[src/rtl/core/mlr_pkg.sv]
// ----------------------------------------------------------------------------
// mlr_pkg
// Shared types and constants of the midpoint line rasterizer.
// ----------------------------------------------------------------------------
package mlr_pkg;

    localparam int COORD_BITS_DEF = 11;

    // item kinds on the command channel
    typedef enum logic {
        OP_LOAD = 1'b0,
        OP_STEP = 1'b1
    } t_op;

    // octant codes: X/Y is the major axis, then sign of dx and of dy (P >= 0, N < 0)
    typedef enum logic [2:0] {
        OCT_X_PP = 3'd0,
        OCT_Y_PP = 3'd1,
        OCT_Y_NP = 3'd2,
        OCT_X_NP = 3'd3,
        OCT_X_NN = 3'd4,
        OCT_Y_NN = 3'd5,
        OCT_Y_PN = 3'd6,
        OCT_X_PN = 3'd7
    } t_octant;

endpackage

[src/rtl/core/mlr_cmd_if.sv]
// ----------------------------------------------------------------------------
// mlr_cmd_if
// Command channel: load a line from two endpoints or request the next pixel.
// ----------------------------------------------------------------------------
interface mlr_cmd_if
    import mlr_pkg::*;
#(
    parameter int COORD_BITS = COORD_BITS_DEF
) ();
    logic                         valid;
    logic                         ready;
    logic [0:0]                   op;
    logic signed [COORD_BITS-1:0] start_x;
    logic signed [COORD_BITS-1:0] start_y;
    logic signed [COORD_BITS-1:0] end_x;
    logic signed [COORD_BITS-1:0] end_y;

    modport source (
        output valid, op, start_x, start_y, end_x, end_y,
        input  ready
    );

    modport sink (
        input  valid, op, start_x, start_y, end_x, end_y,
        output ready
    );
endinterface

[src/rtl/core/mlr_pix_if.sv]
// ----------------------------------------------------------------------------
// mlr_pix_if
// Pixel channel: one rasterized pixel with a last-of-line flag.
// ----------------------------------------------------------------------------
interface mlr_pix_if
    import mlr_pkg::*;
#(
    parameter int COORD_BITS = COORD_BITS_DEF
) ();
    logic                         valid;
    logic                         ready;
    logic signed [COORD_BITS-1:0] pixel_x;
    logic signed [COORD_BITS-1:0] pixel_y;
    logic                         last;

    modport source (
        output valid, pixel_x, pixel_y, last,
        input  ready
    );

    modport sink (
        input  valid, pixel_x, pixel_y, last,
        output ready
    );
endinterface

[src/rtl/core/mlr_setup.sv]
// ----------------------------------------------------------------------------
// mlr_setup
// Line setup: octant classification, mirroring into octant 0, decision terms.
// ----------------------------------------------------------------------------
module mlr_setup
    import mlr_pkg::*;
#(
    parameter int COORD_BITS = COORD_BITS_DEF
) (
    input  logic signed [COORD_BITS-1:0] i_start_x,
    input  logic signed [COORD_BITS-1:0] i_start_y,
    input  logic signed [COORD_BITS-1:0] i_end_x,
    input  logic signed [COORD_BITS-1:0] i_end_y,
    output t_octant                      o_octant,
    output logic signed [COORD_BITS:0]   o_walk_x,
    output logic signed [COORD_BITS:0]   o_walk_y,
    output logic signed [COORD_BITS:0]   o_walk_end_x,
    output logic signed [COORD_BITS+2:0] o_decision,
    output logic signed [COORD_BITS+2:0] o_step_east,
    output logic signed [COORD_BITS+2:0] o_step_diag
);
    localparam int PW = COORD_BITS + 1;   // mirrored position width
    localparam int DW = COORD_BITS + 3;   // decision term width

    logic signed [PW-1:0] x0, y0, x1, y1;
    logic signed [PW-1:0] dx, dy;
    logic        [PW-1:0] abs_dx, abs_dy;
    logic                 x_major;
    t_octant              oct;
    logic signed [PW-1:0] a0, b0, a1, b1;
    logic signed [DW-1:0] dx_m, dy_m;

    assign x0 = PW'(i_start_x);
    assign y0 = PW'(i_start_y);
    assign x1 = PW'(i_end_x);
    assign y1 = PW'(i_end_y);

    assign dx     = x1 - x0;
    assign dy     = y1 - y0;
    assign abs_dx = dx[PW-1] ? PW'(-dx) : PW'(dx);
    assign abs_dy = dy[PW-1] ? PW'(-dy) : PW'(dy);
    assign x_major = (abs_dx >= abs_dy);

    always_comb begin
        case ({x_major, dx[PW-1], dy[PW-1]})
            3'b100:  oct = OCT_X_PP;
            3'b101:  oct = OCT_X_PN;
            3'b110:  oct = OCT_X_NP;
            3'b111:  oct = OCT_X_NN;
            3'b000:  oct = OCT_Y_PP;
            3'b001:  oct = OCT_Y_PN;
            3'b010:  oct = OCT_Y_NP;
            default: oct = OCT_Y_NN;
        endcase
    end

    // mirror both endpoints into octant 0
    always_comb begin
        unique case (oct)
            OCT_X_PP: begin a0 = x0;  b0 = y0;  a1 = x1;  b1 = y1;  end
            OCT_Y_PP: begin a0 = y0;  b0 = x0;  a1 = y1;  b1 = x1;  end
            OCT_Y_NP: begin a0 = y0;  b0 = -x0; a1 = y1;  b1 = -x1; end
            OCT_X_NP: begin a0 = -x0; b0 = y0;  a1 = -x1; b1 = y1;  end
            OCT_X_NN: begin a0 = -x0; b0 = -y0; a1 = -x1; b1 = -y1; end
            OCT_Y_NN: begin a0 = -y0; b0 = -x0; a1 = -y1; b1 = -x1; end
            OCT_Y_PN: begin a0 = -y0; b0 = x0;  a1 = -y1; b1 = x1;  end
            OCT_X_PN: begin a0 = x0;  b0 = -y0; a1 = x1;  b1 = -y1; end
        endcase
    end

    assign dx_m = DW'(a1) - DW'(a0);
    assign dy_m = DW'(b1) - DW'(b0);

    assign o_octant     = oct;
    assign o_walk_x     = a0;
    assign o_walk_y     = b0;
    assign o_walk_end_x = a1;
    assign o_step_east  = dy_m <<< 1;
    assign o_step_diag  = (dy_m - dx_m) <<< 1;
    assign o_decision   = (dy_m <<< 1) - dx_m;
endmodule

[src/rtl/core/midpoint_line_rasterizer.sv]
// ----------------------------------------------------------------------------
// midpoint_line_rasterizer
// Midpoint line walker over all eight octants, one pixel per step command.
// ----------------------------------------------------------------------------
//  channel   dir  modport   payload
//  i_cmd     in   sink      op, start_x, start_y, end_x, end_y
//  o_pix     out  source    pixel_x, pixel_y, last
//
//  A command is registered on transfer and executed once the pixel register
//  is free or being read; a step result lands in the pixel register, and one
//  command is taken every cycle while o_pix accepts pixels. The pixel register
//  is the only point that stalls: while it holds an untaken pixel, the
//  command register waits and i_cmd.ready follows o_pix.ready. Reset clears
//  both valid flags and the busy flag, so the block comes up idle.
// ----------------------------------------------------------------------------
module midpoint_line_rasterizer
    import mlr_pkg::*;
#(
    parameter int COORD_BITS = COORD_BITS_DEF
) (
    input  logic      i_clk,
    input  logic      i_rst_n,
    mlr_cmd_if.sink   i_cmd,
    mlr_pix_if.source o_pix
);
    localparam int PW = COORD_BITS + 1;
    localparam int DW = COORD_BITS + 3;

    // command register
    logic                         r_in_valid;
    t_op                          r_in_op;
    logic signed [COORD_BITS-1:0] r_in_start_x, r_in_start_y, r_in_end_x, r_in_end_y;

    // walk state
    logic                 r_busy;
    t_octant              r_octant;
    logic signed [PW-1:0] r_walk_x, r_walk_y, r_walk_end_x;
    logic signed [DW-1:0] r_decision, r_step_east, r_step_diag;

    // pixel register
    logic                         r_out_valid;
    logic signed [COORD_BITS-1:0] r_out_x, r_out_y;
    logic                         r_out_last;

    t_octant              s_octant;
    logic signed [PW-1:0] s_walk_x, s_walk_y, s_walk_end_x;
    logic signed [DW-1:0] s_decision, s_step_east, s_step_diag;

    logic                 w_go;
    logic                 w_emit;
    logic                 w_fin;
    logic signed [PW-1:0] w_ux, w_uy;

    mlr_setup #(
        .COORD_BITS (COORD_BITS)
    ) u_setup (
        .i_start_x    (r_in_start_x),
        .i_start_y    (r_in_start_y),
        .i_end_x      (r_in_end_x),
        .i_end_y      (r_in_end_y),
        .o_octant     (s_octant),
        .o_walk_x     (s_walk_x),
        .o_walk_y     (s_walk_y),
        .o_walk_end_x (s_walk_end_x),
        .o_decision   (s_decision),
        .o_step_east  (s_step_east),
        .o_step_diag  (s_step_diag)
    );

    assign w_go        = r_in_valid && (!r_out_valid || o_pix.ready);
    assign i_cmd.ready = !r_in_valid || w_go;
    assign w_fin       = (r_walk_x >= r_walk_end_x);
    // a step on a live line fills the pixel register
    assign w_emit      = w_go && (r_in_op == OP_STEP) && r_busy;

    // map the walk position back to the original orientation
    always_comb begin
        unique case (r_octant)
            OCT_X_PP: begin w_ux = r_walk_x;  w_uy = r_walk_y;  end
            OCT_Y_PP: begin w_ux = r_walk_y;  w_uy = r_walk_x;  end
            OCT_Y_NP: begin w_ux = -r_walk_y; w_uy = r_walk_x;  end
            OCT_X_NP: begin w_ux = -r_walk_x; w_uy = r_walk_y;  end
            OCT_X_NN: begin w_ux = -r_walk_x; w_uy = -r_walk_y; end
            OCT_Y_NN: begin w_ux = -r_walk_y; w_uy = -r_walk_x; end
            OCT_Y_PN: begin w_ux = r_walk_y;  w_uy = -r_walk_x; end
            OCT_X_PN: begin w_ux = r_walk_x;  w_uy = -r_walk_y; end
        endcase
    end

    always_ff @(posedge i_clk) begin
        if (!i_rst_n) begin
            r_in_valid  <= 1'b0;
            r_out_valid <= 1'b0;
            r_busy      <= 1'b0;
        end else begin
            if (i_cmd.valid && i_cmd.ready) begin
                r_in_valid   <= 1'b1;
                r_in_op      <= t_op'(i_cmd.op);
                r_in_start_x <= i_cmd.start_x;
                r_in_start_y <= i_cmd.start_y;
                r_in_end_x   <= i_cmd.end_x;
                r_in_end_y   <= i_cmd.end_y;
            end else if (w_go) begin
                r_in_valid <= 1'b0;
            end

            if (w_emit) begin
                r_out_valid <= 1'b1;
            end else if (r_out_valid && o_pix.ready) begin
                r_out_valid <= 1'b0;
            end

            if (w_go) begin
                if (r_in_op == OP_LOAD) begin
                    // a load drops any line in progress
                    r_busy       <= 1'b1;
                    r_octant     <= s_octant;
                    r_walk_x     <= s_walk_x;
                    r_walk_y     <= s_walk_y;
                    r_walk_end_x <= s_walk_end_x;
                    r_decision   <= s_decision;
                    r_step_east  <= s_step_east;
                    r_step_diag  <= s_step_diag;
                end else if (r_busy) begin
                    r_out_x     <= w_ux[COORD_BITS-1:0];
                    r_out_y     <= w_uy[COORD_BITS-1:0];
                    r_out_last  <= w_fin;
                    // tie goes diagonal
                    if (r_decision[DW-1]) begin
                        r_decision <= r_decision + r_step_east;
                    end else begin
                        r_walk_y   <= r_walk_y + PW'(1);
                        r_decision <= r_decision + r_step_diag;
                    end
                    r_walk_x <= r_walk_x + PW'(1);
                    if (w_fin) begin
                        r_busy <= 1'b0;
                    end
                end
            end
        end
    end

    assign o_pix.valid   = r_out_valid;
    assign o_pix.pixel_x = r_out_x;
    assign o_pix.pixel_y = r_out_y;
    assign o_pix.last    = r_out_last;
endmodule
[src/flat_wrapper.sv]
// flat-port wrapper written by rule: the top's interface ports become plain ports
module midpoint_line_rasterizer_flat import mlr_pkg::*;
#(
    parameter int COORD_BITS = COORD_BITS_DEF
)
  (i_clk, i_rst_n, i_cmd_valid, i_cmd_op, i_cmd_start_x, i_cmd_start_y, i_cmd_end_x, i_cmd_end_y, i_cmd_ready, o_pix_valid, o_pix_pixel_x, o_pix_pixel_y, o_pix_last, o_pix_ready);
  mlr_cmd_if #(.COORD_BITS(COORD_BITS)) i_cmd_i ();
  mlr_pix_if #(.COORD_BITS(COORD_BITS)) o_pix_i ();
  input  logic i_clk;
  input  logic i_rst_n;
  input wire logic [$bits(i_cmd_i.valid)-1:0] i_cmd_valid;
  input wire logic [$bits(i_cmd_i.op)-1:0] i_cmd_op;
  input wire logic [$bits(i_cmd_i.start_x)-1:0] i_cmd_start_x;
  input wire logic [$bits(i_cmd_i.start_y)-1:0] i_cmd_start_y;
  input wire logic [$bits(i_cmd_i.end_x)-1:0] i_cmd_end_x;
  input wire logic [$bits(i_cmd_i.end_y)-1:0] i_cmd_end_y;
  output wire logic [$bits(i_cmd_i.ready)-1:0] i_cmd_ready;
  output wire logic [$bits(o_pix_i.valid)-1:0] o_pix_valid;
  output wire logic [$bits(o_pix_i.pixel_x)-1:0] o_pix_pixel_x;
  output wire logic [$bits(o_pix_i.pixel_y)-1:0] o_pix_pixel_y;
  output wire logic [$bits(o_pix_i.last)-1:0] o_pix_last;
  input wire logic [$bits(o_pix_i.ready)-1:0] o_pix_ready;
  assign i_cmd_i.valid = i_cmd_valid;
  assign i_cmd_i.op = i_cmd_op;
  assign i_cmd_i.start_x = i_cmd_start_x;
  assign i_cmd_i.start_y = i_cmd_start_y;
  assign i_cmd_i.end_x = i_cmd_end_x;
  assign i_cmd_i.end_y = i_cmd_end_y;
  assign i_cmd_ready = i_cmd_i.ready;
  assign o_pix_valid = o_pix_i.valid;
  assign o_pix_pixel_x = o_pix_i.pixel_x;
  assign o_pix_pixel_y = o_pix_i.pixel_y;
  assign o_pix_last = o_pix_i.last;
  assign o_pix_i.ready = o_pix_ready;
  midpoint_line_rasterizer #(.COORD_BITS(COORD_BITS)) u_core (.i_clk(i_clk), .i_rst_n(i_rst_n), .i_cmd(i_cmd_i), .o_pix(o_pix_i));
endmodule
[config.mk]
export PLATFORM = sky130hd
export DESIGN_NAME = midpoint_line_rasterizer_flat
export DESIGN_NICKNAME = d
export VERILOG_FILES = /design/src/rtl/core/mlr_pkg.sv /design/src/rtl/core/mlr_cmd_if.sv /design/src/rtl/core/mlr_pix_if.sv /design/src/rtl/core/mlr_setup.sv /design/src/rtl/core/midpoint_line_rasterizer.sv /design/src/flat_wrapper.sv
export SDC_FILE = /design/constraint.sdc
export NUM_CORES = 1
export LEC_CHECK = 0
export ABC_AREA = 1
export BUFFER_PORTS_ARGS = -buffer_cell sky130_fd_sc_hd__clkbuf_2
export CAP_MARGIN = 20
export CORE_AREA = 4 4 162 164
export CTS_CLUSTER_SIZE = 20
export DETAILED_ROUTE_END_ITERATION = 10
export DIE_AREA = 0 0 166 168
export PLACE_DENSITY_LB_ADDON = 0.05
export SLEW_MARGIN = 20
export SYNTH_ARGS = -nofsm -noshare
export SYNTH_HDL_FRONTEND = slang
export SYNTH_SLANG_ARGS = --single-unit
export TNS_END_PERCENT = 20
[constraint.sdc]
create_clock -name i_clk -period 7.05 [get_ports i_clk]
set_input_delay 2.115 -clock i_clk [delete_from_list [all_inputs] [get_ports i_clk]]
set_output_delay 2.115 -clock i_clk [all_outputs]
set_load 0.03 [all_outputs]
# Yosys cells after proc, flatten, opt, wreduce, memory -nomap -nowiden
# Index checks and enable logic that the tools add are counted.
# classes
addsub	18
reduce_logical	35
n_eq_ne	22
order_cmp	2
n_bitwise	1
muxes	24
# op_table
op	n
case mux 12 bit (4 select lines)	4
case mux 11 bit (4 select lines)	2
two-way mux 12 bit	7
negation 11 -> 12 bit	4
two-way mux 14 bit	3
== test 3 bit, second input constant	12
OR reduction 2 bit	16
adder 14 bit	2
subtractor 12 x 12 -> 13 bit	2
adder 12 x 2 -> 12 bit, second input constant	2
>= comparator 12 bit	2
negation 12 bit	2
subtractor 11 x 11 -> 12 bit	2
negation 11 bit	2
case mux 3 bit (7 select lines)	1
== test 3 x 2 -> 1 bit, second input constant	5
subtractor 14 x 13 -> 14 bit	1
subtractor 13 bit	1
== test 3 x 1 -> 1 bit, second input constant	3
zero test 3 bit	3
AND reduction 4 bit	2
two-way mux 1 bit	7
AND reduction 3 bit	2
logical AND 1 bit	5
other kinds (6)	10
# word_totals
inputBits	49
register_bits	150
wordCells	120

# Logic depth before layout (Yosys ltp)
# logic_depth
ltp_word	12
mapped_depth	56
mapped_depth_nobuf	56

# By module
# From an unflattened synthesis, not the netlist that was laid out.
# hier_totals
cells_unflattened	2091
area_unflattened_um2	14702.9
# by_module_without_submodules
module	cells_each	n_inst	area_each_um2
midpoint_line_rasterizer	747	1	7569.8
mlr_setup	1344	1	7133.1

# Least setup slack after synthesis
# OpenSTA, ideal clock, no wires.
# synth_timing
path_kind	flip-flop to flip-flop
start	reg u_core.r_in_end_y[2]
end	reg u_core.r_decision[11] (data pin)
path_buffers	1
setup_ns	0.256
required_ns	6.794
synth_period_minus_slack_ns	6.256
stages_incl_launch_ff	50
setup_slack_ns	0.794
arrival_time_ns	6.000
cell_sequence	edfxtp_1 ha_1 a21oi_1 nand2_1 or2_0 and2_1 nor3b_1 nand3_1 nor3_1 nand3_1 nand3b_1 nand2_1 ha_1 nand2_1 inv_1 nand3_1 nor2_1 nand2_1 [14 not listed] fa_1 nand2_1 nand3_1 nand2_1 xor2_1 ha_1 a21oi_1 o21ai_0 a21oi_1 nor2_1 nand2_1 nand3_1 nand2_1 nand2_1 nand3_1 nand3b_1 nand3_1 nand2_1
# synth_via
elab_chain_cells	12
elab_cells_between_ends	37
# synth_lines
element	line_no	source
start: declaration	midpoint_line_rasterizer.sv:32	logic signed [COORD_BITS-1:0] r_in_start_x, r_in_start_y, r_in_end_x, r_in_end_y;
start signal: assignment	midpoint_line_rasterizer.sv:102	r_in_end_y <= i_cmd.end_y;
subtractor 11 x 11 -> 12 bit (*)	mlr_setup.sv:39	assign dy = y1 - y0;
negation 12 bit	mlr_setup.sv:41	assign abs_dy = dy[PW-1] ? PW'(-dy) : PW'(dy);
two-way mux 12 bit	mlr_setup.sv:41	
>= comparator 12 bit	mlr_setup.sv:42	assign x_major = (abs_dx >= abs_dy);
== test 3 x 2 -> 1 bit (tied with other cells)	mlr_setup.sv:45	case ({x_major, dx[PW-1], dy[PW-1]})
case mux 3 bit (7 select lines) (*)	mlr_setup.sv:45	
== test 3 bit (tied with other cells)	mlr_setup.sv:59	unique case (oct)
OR reduction 2 bit (no source line)	--	
case mux 12 bit (4 select lines) (*)	mlr_setup.sv:59	
via u_core.s_walk_end_x[0]	midpoint_line_rasterizer.sv:46	logic signed [PW-1:0] s_walk_x, s_walk_y, s_walk_end_x;
subtractor 12 x 12 -> 13 bit (*)	mlr_setup.sv:71	assign dx_m = DW'(a1) - DW'(a0);
subtractor 14 x 13 -> 14 bit (*)	mlr_setup.sv:80	assign o_decision = (dy_m <<< 1) - dx_m;
two-way mux 14 bit (*)	midpoint_line_rasterizer.sv:114	if (r_in_op == OP_LOAD) begin
end signal: assignment	midpoint_line_rasterizer.sv:121	r_decision <= s_decision;
end signal: assignment	midpoint_line_rasterizer.sv:130	r_decision <= r_decision + r_step_east;
end signal: assignment	midpoint_line_rasterizer.sv:133	r_decision <= r_decision + r_step_diag;
end: declaration	midpoint_line_rasterizer.sv:38	logic signed [DW-1:0] r_decision, r_step_east, r_step_diag;
# The timed path passes the listed nets; every way through them passes the cells marked *.
# A chain may end at the register's enable or synchronous reset.

# Worst setup path after layout
# layout_timing
start	reg u_core.r_in_end_y[0]
end	reg u_core.r_decision[12] (data pin)
# layout_via
elab_chain_cells	12
elab_cells_between_ends	37
# layout_lines
element	line_no
subtractor 11 x 11 -> 12 bit	mlr_setup.sv:39
negation 12 bit	mlr_setup.sv:41
two-way mux 12 bit	mlr_setup.sv:41
>= comparator 12 bit	mlr_setup.sv:42
== test 3 x 2 -> 1 bit (tied with other cells)	mlr_setup.sv:45
case mux 3 bit (7 select lines)	mlr_setup.sv:45
== test 3 bit (tied with other cells)	mlr_setup.sv:59
OR reduction 2 bit (no source line)	--
case mux 12 bit (4 select lines) (*)	mlr_setup.sv:59
via u_core.s_walk_end_x[1]	midpoint_line_rasterizer.sv:46
subtractor 12 x 12 -> 13 bit (*)	mlr_setup.sv:71
subtractor 14 x 13 -> 14 bit (*)	mlr_setup.sv:80
two-way mux 14 bit (*)	midpoint_line_rasterizer.sv:114
# Marks and branches as above.

==> run_results.csv <==
group,metric,value,unit
run_status,run_status,"finished clean",
synthesis,synth_compound_area_share,8.50,%
place,post-place-ws,-8.50,ps
grt,grt_overflow_total,0,
timing,max_freq,0.148,GHz
timing,report.final.setup_viol,0,
worst_hold_path,min-delay-path-class,"flip-flop to flip-flop",
finish,antenna-diode-count,0,
synthesis,yosys.area_share.adder,10.9,%
critical_path,slowest_delay,460,ps
clock_tree,clkTransAtPathRegs,70,ps
drt,wire_length_reported_by_the_detailed_router,45.8,mm
synthesis,synthSimpleGateAreaFrac,32.4,%
finish,final_nets,2375,
place,post-dp-hpwl,36.3,mm
floorplan,ioPinCount,74,
synthesis,synth.mux.area_fraction,0,%
synthesis,asyncSetResetFlopFracSynth,0,%
critical_path,timing_worst_setup_path_type,"flip-flop to flip-flop",
synthesis,synth_top_area_share,31.1,%
synthesis,flip_flop_cell_with_the_highest_count_after_synthesis,"sky130_fd_sc_hd__edfxtp_1",
drt,number_of_search_and_repair_iterations_in_the_first_detailed_routing_pass,8,
grt,maximum_number_of_pins_on_one_net_before_global_route_repair,46,
finish,filler_cell_count,2042,
drt,detail-route-antenna-nets,0,
floorplan,start_util,56.2,%
drt,drt_initial_violations,1554,
timing,final_number_of_max_transition_violations,0,
critical_path,crit_path_frequent_cell,"sky130_fd_sc_hd__nand2_1",
critical_path,reg2reg_setup_slack,290,ps
timing,post-route-worst-setup-slack,289,ps
timing,rsz0062_at_grt,"yes",
synthesis,cell_count_after_synthesis,1953,
place,port_buf_inserts,73,
clock_tree,tritoncts,"done",
critical_path,cp_max_fo,15,
drt,viasPerCell,5.66,
grt,first_global_vias,13500,
synthesis,yosysUniqueCellTypes,51,
grt,grt_usage,31.5,%
timing,clock_skew,11.6,ps
critical_path,critPathArrivalTime,6960,ps
synthesis,postSynthNetCount,2120,
floorplan,floorplan.rows,58,
timing,slew-limit-headroom,39.7,%
timing,tightestPinTransition,905,ps
synthesis,syn-mean-instance-area,7.17,um^2
finish,area.growth.synth_to_final,24.4,%
finish,stdcell_count,2551,
clock_tree,clock_root_buffer,"sky130_fd_sc_hd__clkbuf_16",
synthesis,synth_top_family_by_area,"simple AND/OR/NAND/NOR gates",
place,dp_cells,2495,
floorplan,core-area,24900,um^2
drt,met2_wirelength,21.4,mm
timing,hold_viol,0,
critical_path,cpMaxStageDelayCell,"sky130_fd_sc_hd__fa_2",
synthesis,yosysTopAreaCell,"sky130_fd_sc_hd__edfxtp_1",
clock_tree,ctsLongestPathBuffers,2,
job,max_cap_violations,0,
timing,final_min_period_over_clock_period,95.9,%
place,gp_congestion,1.05,
synthesis,synth-edff-count,145,
synthesis,synth-seq-area-share,31.5,%
floorplan,fp.dieW,166,um
clock_tree,cts_bufs_inserted,17,
critical_path,critical_path_start_type,"flip-flop",
clock_tree,cts_max_level,4,
critical_path,critPathCaptureType,"flip-flop",
drt,detail_route.wirelength.met1,18.7,mm
grt,grt_first_pass_wirelength,70.4,mm
drt,detail_route.wl_per_cell,17.9,um
synthesis,synthesis.yosys.warnings,0,
synthesis,syn-cell-area,14000,um^2
synthesis,synth-xor-area-share,7.69,%
clock_tree,clk_latency,440,ps
drt,drt_drc_violations_left,0,
floorplan,die_area,27900,um^2
drt,top_layer,"met4",
clock_tree,number_of_sinks_handled_by_clock_tree_synthesis,148,
synthesis,postSynthRegisterBits,148,
timing,total_negative_slack,0,ps
synthesis,cell_types_occupying_the_most_area_after_synthesis,"sky130_fd_sc_hd__edfxtp_1, sky130_fd_sc_hd__nand2_1, sky130_fd_sc_hd__ha_1, sky130_fd_sc_hd__inv_1, sky130_fd_sc_hd__xor2_1",
drt,route.vias.total,14400,
floorplan,vert_die_dim,168,um
drt,met3_length,3.89,mm
grt,antenna_found_initial,0,
critical_path,cp_data_required_time,7250,ps
finish,final_layout_size_suffix_gt1_share,21.7,%
timing,timing.final.crit_period,6760,ps
-- routing by layer --
layer / track usage [%] / vias to the layer above
li1: - / 6996
met1: 41.8 / 6652
met2: 53.1 / 673
met3: 4.09 / 119
met4: 11.6 / 0
met5: 0 / -
-- worst paths after layout --
check | startpoint | depth (start not counted) | endpoint
setup reg to reg | u_core.r_in_end_y[0] | 44 | u_core.r_decision[12]
setup / recovery | u_core.r_in_end_y[0] | 44 | u_core.r_decision[12]
hold reg to reg | u_core.o_pix.valid | 2 | u_core.o_pix.valid
hold / removal | u_core.o_pix.valid | 2 | u_core.o_pix.valid
-- cell families after synthesis --
family	Yosys count
xor+xnor	123
simple gates	1037
compound gates	204
fa+ha+maj	118
flops	148
buf+inv	323
-- through the flow --
step | cell area (um^2) | util, % | hold slack [ps]
final | 17400 | 70.0 | 533
after global routing | 17400 | 70.0 | 573
after CTS | 16600 | 66.5 | 537
after detailed placement | 15900 | 64.0 | 527
after global placement | 15900 | 64.0 | 503
after floorplan | 14000 | - | 490
-- registers in the layout, summed over array words and instances, names as in the netlist, 11 cells and up --
name	flops
u_core.r_in_start_y	11
u_core.r_in_end_y	11
u_core.r_in_start_x	11
u_core.r_step_east	13
u_core.r_walk_y	11
u_core.o_pix.pixel_y	11
u_core.r_decision	13
u_core.r_step_diag	13
u_core.r_in_end_x	11
u_core.r_walk_end_x	12
u_core.o_pix.pixel_x	11
u_core.r_walk_x	12
-- cell usage in the layout, fill, tap and decap left out, types with 15 or more instances in the layout --
| master | n |
|---|---|
| sky130_fd_sc_hd__a21oi_1 | 60 |
| sky130_fd_sc_hd__nor3_1 | 30 |
| sky130_fd_sc_hd__a21oi_2 | 16 |
| sky130_fd_sc_hd__o21ai_0 | 53 |
| sky130_fd_sc_hd__nand3_1 | 156 |
| sky130_fd_sc_hd__buf_4 | 190 |
| sky130_fd_sc_hd__ha_1 | 91 |
| sky130_fd_sc_hd__nand2_2 | 50 |
| sky130_fd_sc_hd__inv_1 | 263 |
| sky130_fd_sc_hd__edfxtp_1 | 145 |
| sky130_fd_sc_hd__nand2_1 | 563 |
| sky130_fd_sc_hd__nand3_2 | 15 |
| sky130_fd_sc_hd__ha_4 | 17 |
| sky130_fd_sc_hd__nor2_1 | 105 |
| sky130_fd_sc_hd__inv_2 | 18 |
| sky130_fd_sc_hd__clkbuf_16 | 17 |
| sky130_fd_sc_hd__clkbuf_2 | 73 |
| sky130_fd_sc_hd__nand4_1 | 68 |
| sky130_fd_sc_hd__xor2_1 | 97 |
| sky130_fd_sc_hd__xnor2_1 | 20 |
-- worst max-delay path: cells and delay by family (launching register included) --
kind / cells / cell delay, ps
buf+inv: 7 / 770
flops: 1 / 370
fa+ha+maj: 6 / 1670
xor+xnor: 1 / 170
compound gates: 4 / 630
simple gates: 26 / 2870
-- repair_timing --
item / 4_1_cts / 5_1_grt
pin swaps: 0 / 60
endpoints found under the setup margin: 5 / 21
gates cloned: 0 / 0
resized for setup: 3 / 161
hold buffers: 0 / 0
setup buffers: 0 / 24
-- cell usage after synthesis (13+ instances only) --
cell	count
sky130_fd_sc_hd__nand2_1	607
sky130_fd_sc_hd__inv_1	276
sky130_fd_sc_hd__nand3_1	169
sky130_fd_sc_hd__edfxtp_1	145
sky130_fd_sc_hd__ha_1	111
sky130_fd_sc_hd__nor2_1	111
sky130_fd_sc_hd__xor2_1	102
sky130_fd_sc_hd__a21oi_1	76
sky130_fd_sc_hd__nand4_1	68
sky130_fd_sc_hd__o21ai_0	62
sky130_fd_sc_hd__nor3_1	34
sky130_fd_sc_hd__xnor2_1	21
sky130_fd_sc_hd__clkbuf_1	18
sky130_fd_sc_hd__buf_2	15
sky130_fd_sc_hd__o2111ai_1	13
-- final cells by class --
cell class	count	area, um^2	share of cell area, %
Tap cell	330	413	2.37
Sequential cell	148	4410	25.3
Multi-Input combinational cell	1482	9000	51.7
Clock inverter	15	170	0.977
Timing Repair Buffer	274	1920	11.0
Inverter	285	1080	6.21
Clock buffer	17	425	2.44
Power is left out: the tool's default activity adds up to more than one toggle a clock period on the data nets, which glitch-free logic cannot reach.
